### src/sv/fpipt_pkg.sv
// Shared types, constants and helper functions for the fixed-point executor
// with resident page table. No dependencies; imported by every module except fpipt_ram.
package fpipt_pkg;

    localparam int TABLE_SLOTS = 2048;
    localparam int SLOT_W      = $clog2(TABLE_SLOTS);
    localparam int CNT_W       = SLOT_W + 1;
    localparam int PAGE_W      = 27;
    localparam int TAG_W       = 3 * PAGE_W;
    localparam int SOFT_STEPS  = 16;
    localparam int DCNT_W      = $clog2(SOFT_STEPS + 1);

    localparam logic [7:0] OPC_SYNC = 8'h0F;
    localparam logic [7:0] OPC_RD   = 8'h10;
    localparam logic [7:0] OPC_WR   = 8'h11;
    localparam logic [7:0] OPC_MUL  = 8'h20;
    localparam logic [7:0] OPC_ADD  = 8'h21;
    localparam logic [7:0] OPC_SUB  = 8'h22;
    localparam logic [7:0] OPC_GRAD = 8'h30;
    localparam logic [7:0] OPC_LAT  = 8'h31;
    localparam logic [7:0] OPC_REP  = 8'h32;
    localparam logic [7:0] OPC_SOFT = 8'h40;
    localparam logic [7:0] OPC_DEC  = 8'h41;
    localparam logic [7:0] OPC_HASH = 8'h50;
    localparam logic [7:0] OPC_HALT = 8'hFF;

    localparam logic [1:0] ST_DONE = 2'd0;
    localparam logic [1:0] ST_SYNC = 2'd1;
    localparam logic [1:0] ST_HALT = 2'd2;
    localparam logic [1:0] ST_ILL  = 2'd3;

    localparam logic [1:0] EV_NONE  = 2'd0;
    localparam logic [1:0] EV_HIT   = 2'd1;
    localparam logic [1:0] EV_FILL  = 2'd2;
    localparam logic [1:0] EV_EVICT = 2'd3;

    localparam logic signed [31:0] CORE_POS   = 32'sd209715200;  // 3200.0 in Q16.16
    localparam logic signed [31:0] GRAD_K     = -32'sd8192;
    localparam logic signed [31:0] LAT_K      = -32'sd1024;
    localparam logic signed [31:0] DEC_K      = 32'sd32768;
    localparam logic signed [31:0] REPEL_BASE = 32'sd768;
    localparam logic signed [31:0] Q_MIN      = 32'sh8000_0000;
    localparam logic signed [31:0] Q_MAX      = 32'sh7FFF_FFFF;
    localparam logic [31:0]        Q_ONE      = 32'd65536;
    localparam logic [31:0]        AXIS_HI    = 32'd419430400;   // 6400.0 in Q16.16

    typedef enum logic [3:0] {
        OC_SYNC, OC_HALT, OC_RD, OC_WR, OC_MUL, OC_ADD, OC_SUB, OC_GRAD,
        OC_LAT, OC_REP, OC_SOFT, OC_DEC, OC_HASH, OC_ILL
    } t_op_cls;

    typedef enum logic [1:0] {FS_RS1, FS_RS2, FS_RS3, FS_RD} t_fsel;

    typedef struct packed {
        logic  accept;
        logic  fetch;
        t_fsel fsel;
        logic  exec;
        logic  mul;
        logic  post;
        logic  fin;
        logic  div_step;
        logic  div_fin;
        logic  rd_cap;
        logic  srch_step;
        logic  hit_take;
        logic  alloc;
        logic  retire;
    } t_ctl_cmd;

    typedef struct packed {
        t_op_cls cls;
        logic    div_done;
        logic    hit;
        logic    miss_done;
    } t_dp_stat;

    function automatic t_op_cls op_class(input logic [7:0] opc);
        t_op_cls c;
        unique case (opc)
            OPC_SYNC: c = OC_SYNC;
            OPC_HALT: c = OC_HALT;
            OPC_RD:   c = OC_RD;
            OPC_WR:   c = OC_WR;
            OPC_MUL:  c = OC_MUL;
            OPC_ADD:  c = OC_ADD;
            OPC_SUB:  c = OC_SUB;
            OPC_GRAD: c = OC_GRAD;
            OPC_LAT:  c = OC_LAT;
            OPC_REP:  c = OC_REP;
            OPC_SOFT: c = OC_SOFT;
            OPC_DEC:  c = OC_DEC;
            OPC_HASH: c = OC_HASH;
            default:  c = OC_ILL;
        endcase
        return c;
    endfunction

    function automatic logic signed [31:0] sat33(input logic signed [32:0] v);
        logic signed [31:0] r;
        if (v[32] != v[31]) r = v[32] ? Q_MIN : Q_MAX;
        else                r = v[31:0];
        return r;
    endfunction

    function automatic logic signed [31:0] sat48(input logic signed [47:0] v);
        logic signed [31:0] r;
        if ((&v[47:31]) || !(|v[47:31])) r = v[31:0];
        else                             r = v[47] ? Q_MIN : Q_MAX;
        return r;
    endfunction

    // Clamp to [0, 6400.0] and scale: floor(x * (P - 1) / (4 * P)) with P pages,
    // which is x/4 minus one when 4x exceeds (x mod 4) * AXIS_HI.
    function automatic logic [PAGE_W-1:0] to_page(input logic signed [31:0] q);
        logic [31:0] x;
        logic [33:0] lhs;
        logic [33:0] rhs;
        logic [29:0] qq;
        if (q[31])                    x = '0;
        else if ($unsigned(q) > AXIS_HI) x = AXIS_HI;
        else                          x = $unsigned(q);
        lhs = {x, 2'b00};
        rhs = 34'(x[1:0]) * 34'(AXIS_HI);
        qq  = x[31:2] - 30'(lhs > rhs);
        return qq[PAGE_W-1:0];
    endfunction

endpackage

### src/sv/fpipt_ctrl.sv
// Controller state machine: sequences operand fetch, execution, divider,
// page search and result hand-off. Depends on fpipt_pkg.
module fpipt_ctrl
    import fpipt_pkg::*;
(
    input  logic     i_clk,
    input  logic     i_rst_n,
    input  logic     i_in_valid,
    input  logic     i_in_cmd,
    input  logic     i_out_ready,
    input  t_dp_stat i_stat,
    output logic     o_in_ready,
    output logic     o_out_valid,
    output t_ctl_cmd o_cmd
);
    typedef enum logic [3:0] {
        S_IDLE, S_FA, S_FB, S_FC, S_FD, S_EXEC, S_MUL, S_POST, S_FIN,
        S_DIV, S_DFIN, S_RDC, S_SRCH, S_ALLOC, S_RET
    } t_state;

    t_state r_state, n_state;
    logic   r_ovalid;
    logic   out_free;

    assign out_free = !r_ovalid || i_out_ready;

    always_comb begin
        n_state = r_state;
        o_cmd   = '0;
        unique case (r_state)
            S_IDLE: if (i_in_valid) begin
                o_cmd.accept = 1'b1;
                n_state = i_in_cmd ? S_RET : S_FA;
            end
            S_FA: begin o_cmd.fetch = 1'b1; o_cmd.fsel = FS_RS1; n_state = S_FB; end
            S_FB: begin o_cmd.fetch = 1'b1; o_cmd.fsel = FS_RS2; n_state = S_FC; end
            S_FC: begin o_cmd.fetch = 1'b1; o_cmd.fsel = FS_RS3; n_state = S_FD; end
            S_FD: begin o_cmd.fetch = 1'b1; o_cmd.fsel = FS_RD;  n_state = S_EXEC; end
            S_EXEC: begin
                o_cmd.exec = 1'b1;
                case (i_stat.cls)
                    OC_MUL, OC_GRAD, OC_LAT, OC_DEC: n_state = S_MUL;
                    OC_SOFT: n_state = S_DIV;
                    OC_RD:   n_state = S_RDC;
                    OC_HASH: n_state = S_SRCH;
                    default: n_state = S_RET;
                endcase
            end
            S_MUL:  begin o_cmd.mul  = 1'b1; n_state = S_POST; end
            S_POST: begin o_cmd.post = 1'b1; n_state = S_FIN; end
            S_FIN:  begin o_cmd.fin  = 1'b1; n_state = S_RET; end
            S_DIV: begin
                if (i_stat.div_done) n_state = S_DFIN;
                else                 o_cmd.div_step = 1'b1;
            end
            S_DFIN: begin o_cmd.div_fin = 1'b1; n_state = S_RET; end
            S_RDC:  begin o_cmd.rd_cap  = 1'b1; n_state = S_RET; end
            S_SRCH: begin
                if (i_stat.hit) begin
                    o_cmd.hit_take = 1'b1;
                    n_state = S_RET;
                end else if (i_stat.miss_done) begin
                    n_state = S_ALLOC;
                end else begin
                    o_cmd.srch_step = 1'b1;
                end
            end
            S_ALLOC: begin o_cmd.alloc = 1'b1; n_state = S_RET; end
            S_RET: if (out_free) begin
                o_cmd.retire = 1'b1;
                n_state = S_IDLE;
            end
            default: n_state = S_IDLE;
        endcase
    end

    always_ff @(posedge i_clk) begin
        if (!i_rst_n) begin
            r_state  <= S_IDLE;
            r_ovalid <= 1'b0;
        end else begin
            r_state <= n_state;
            if (o_cmd.retire)     r_ovalid <= 1'b1;
            else if (i_out_ready) r_ovalid <= 1'b0;
        end
    end

    assign o_in_ready  = (r_state == S_IDLE);
    assign o_out_valid = r_ovalid;
endmodule

### config.mk
export PLATFORM = sky130hd
export DESIGN_NAME = fpipt_ctrl
export DESIGN_NICKNAME = d
export VERILOG_FILES = /design/src/sv/fpipt_pkg.sv /design/src/sv/fpipt_ctrl.sv
export SDC_FILE = /design/constraint.sdc
export NUM_CORES = 1
export LEC_CHECK = 0
export BUFFER_PORTS_ARGS = -buffer_cell sky130_fd_sc_hd__buf_2
export CORE_MARGIN = 2
export CORE_UTILIZATION = 40
export DETAILED_ROUTE_END_ITERATION = 8
export PLACE_DENSITY = 0.74
export SLEW_MARGIN = 20
export SYNTH_ARGS = -nofsm -noshare
export SYNTH_HDL_FRONTEND = slang
export SYNTH_SLANG_ARGS = --single-unit
### constraint.sdc
create_clock -name i_clk -period 1.3 [get_ports i_clk]
set_input_delay 0.065 -clock i_clk [delete_from_list [all_inputs] [get_ports i_clk]]
set_output_delay 0.065 -clock i_clk [all_outputs]
set_load 0.03 [all_outputs]
==> run summary <==
- **total global routing track utilization** 0.2397
- **starting utilization of the core area** 0.4439
- **switch share** 0.4934
- **DP HPWL** 1441 microns
- **worst slew margin relative to its limit** 0.8462
- **RSZ-0062 raised after global routing** yes
- **maximum net fanout on the critical path** 5
- **DRT iter0 DRCs** 36
- **die footprint** 1824 sq um
- **Ys Warns** 0
- **chip height** 42.71 microns
- **horizontal extent of the die** 42.71 microns
- **number of antenna-violating nets in the routed design** 0
- **Core Footprint** 1350 sq um
- **row count** 13
- **average via count per standard cell** 5.769
- **final hold violation count** 0
- **share of cells above drive strength 1** 0.6136
- **CP arrival** 1.56 ns
- **post-synthesis sequential area ratio** 0.1670
- **clock network latency to the later pin of the worst-skew pair** 0.24 ns
- **final total negative setup slack** -0.5919 ns
- **count of H-tree levels built during CTS** 1
- **worst slew pin tran** 0.2292 ns
- **worst hold-check path type** in2reg
- **Post-layout nets** 145
- **global-route wire length before repair** 3360 microns
- **peak supply drop** 1.698 mV
- **final setup skew** 0.003948 ns
- **Switch Pwr** 1.414 mW
- **async set-reset flop share out of synthesis** 0
- **total iterations of the first detailed-routing run** 4
- **number of antenna violations at the first check in global routing** 0
- **number of hold buffers added after CTS** 0
- **I/O pins** 29
- **endpoint type of the worst setup path** register
- **worst hold slack** 0.1443 ns
- **number of maximum-capacitance violations** 0
- **highest clock frequency the design can meet** 0.6960 GHz
- **beginning of the worst register-to-register path** r_state[3]$_SDFFE_PN0P_
- **critical path startpoint** r_state[3]$_SDFFE_PN0P_
- **via count of the first global-routing pass** 763
- **average footprint of a synthesized cell** 7.135 sq um
- **startpoint type of the worst setup path** register
- **total of endpoints with negative setup slack in the final report** 11
- **CTS tree** done
- **wire length per cell** 16.36 microns
- **clock share of power** 0.064
- **count of port buffers added during placement** 28
- **post-layout min period** 1.437 ns
- **top flip-flop cell by instance count after synthesis** dfxtp_1
- **share of the clock period used by the worst path after layout** 1.105
- **smallest setup slack after layout** -0.1368 ns
- **netlist area before placement** 599.3 sq um
- **Routed Wire Length** 2405 microns
- **DRC errors left** 0
- **run status** finished with violations
- **largest net degree at the start of global routing** 17
- **gpl congestion** 0.8346
- **Post-synth EDFFs** 0
- **leakage dissipation** 0.5236 nW
- **net count of the mapped netlist** 96
- **growth of design area from synthesis to finish** 87.68%
- **Int Power** 1.451 mW
- **TritonCTS buffer count** 3
- **failing checks** negative setup slack
- **type of the setup path with the least slack** reg2reg
- **sequential power share** 0.134
- **Ant. Diodes** 0
- **Max Transition Viols Final** 0
- **total power density per cell area** 2547 nW/um^2
- **share of power burned in combinational logic** 0.802
- **number of sinks driven by the clock tree** 5
- **root buffer selected by CTS** clkbuf_4
- **synthesized netlist cell count** 84
- **number of vias in the routed layout** 848
- **maximum count of clock buffers along a single path** 2
- **Worst Hold Launch** i_rst_n
- **clock transition time at the flip-flop clock pins of the worst setup and hold paths** 0.04 ns
- **required time at the worst-slack endpoint** 1.42 ns
- **overflow left after global routing** 0
- **post-synthesis sequential element count** 5
- **number of distinct standard cells referenced by the synthesized netlist** 38
-- layout by cell type, fill, tap and decap left out, types with 2 or more instances in the layout --
| master | n |
|---|---|
| clkbuf_4 | 4 |
| inv_1 | 2 |
| buf_6 | 11 |
| xnor2_1 | 2 |
| nor3_2 | 3 |
| buf_4 | 26 |
| buf_2 | 12 |
| nor2_1 | 7 |
| nand2b_1 | 4 |
| xor2_1 | 3 |
| a21oi_1 | 4 |
| o211ai_1 | 3 |
| o21ai_1 | 2 |
| o21ai_0 | 2 |
| dfxtp_4 | 4 |
| nor2_2 | 6 |
| nand2_1 | 4 |
-- logic make-up after synthesis --
family,count (synthesis),share of synthesized area
buffers and inverters,10,0.07932
XOR/XNOR,5,0.07308
flip-flops,5,0.1670
AO/OA/AOI/OAI,23,0.3111
AND/OR/NAND/NOR,41,0.3695
-- final timing paths --
check                                           endpoint  slack (ns)  cells past startpoint
worst min register to register  o_out_valid$_SDFFE_PN0P_        0.56                      2
worst min-delay path             r_state[3]$_SDFFE_PN0P_        0.14                      3
worst max register to register   r_state[2]$_SDFFE_PN0P_       -0.14                      4
worst max-delay path             r_state[2]$_SDFFE_PN0P_       -0.14                      4
-- cell usage after synthesis (all sizes together) (2+ instances only) --
cell type  instances  area (sq um)
nor2              14         52.55
buf                7         36.28
nand2              6         22.52
dfxtp              5         100.1
nand2b             5         31.28
a21oi              4         20.02
nor3               4         20.02
o21ai              4         20.02
inv                3         11.26
o211ai             3         22.52
xor2               3         26.28
nand3              2         15.01
nor2b              2         20.02
nor4               2         12.51
xnor2              2         17.52
-- cell type report --
cell class,instances,area (sq um)
sequential,5,115.1
multi-input combinational,69,546.8
timing repair buffer,51,406.6
inverter,3,11.26
fill,80,225.2
tap,15,18.77
clock buffer,4,26.28
-- flip-flops by register name, summed over array words and instances, names as in the netlist --
register / count
r_state: 4
o_out_valid: 1
-- layer usage --
metal | track usage | wire (microns) | part of all wire
met4 | 0.05000 | 29 | 0.012
met2 | 0.3879 | 1253 | 0.52
met5 | 0 | 0 | 0
met1 | 0.3196 | 976 | 0.41
met3 | 0.05957 | 146 | 0.061
-- worst max-delay path: stages, from the launching register on --
cell      delay (ns)
dfxtp_4         0.37
or4b_4          0.51
nor2b_4         0.15
o311ai_4        0.21
nand3_2         0.07
-- power groups by stage --
stage | Combinational [mW] | Clock, mW | Sequential, mW
6_report | 2.30 | 0.183 | 0.384
5_1_grt | 2.43 | 0.200 | 0.391
4_1_cts | 1.89 | 0.182 | 0.382
3_5_place_dp | 1.71 | 0 | 0.349
3_3_place_gp | 1.67 | 0 | 0.344
2_1_floorplan | 1.23 | 0 | 0.257
-- per-stage QoR --
stage               cells  cell area [sq um]  worst slack [ns]    util  power [mW]
floorplan              84              645.6           -0.1131       -       1.490
global placement      136              888.4          -0.06223  0.6580       2.017
detailed placement    136              888.4          -0.09981  0.6580       2.062
CTS                   144              998.5           -0.1117  0.7396       2.450
global route          147               1125           -0.1667  0.8332       3.018
finish                147               1125           -0.1368  0.8332       2.865
-- repair_timing --
action                                  in CTS  in global routing
endpoints found under the setup margin      19                 19
hold endpoints to repair                     0                  0
setup buffers                                4                  3
pin swaps                                    1                  6
resized for setup                           20                 40
(Power assumes the default switching activity.)
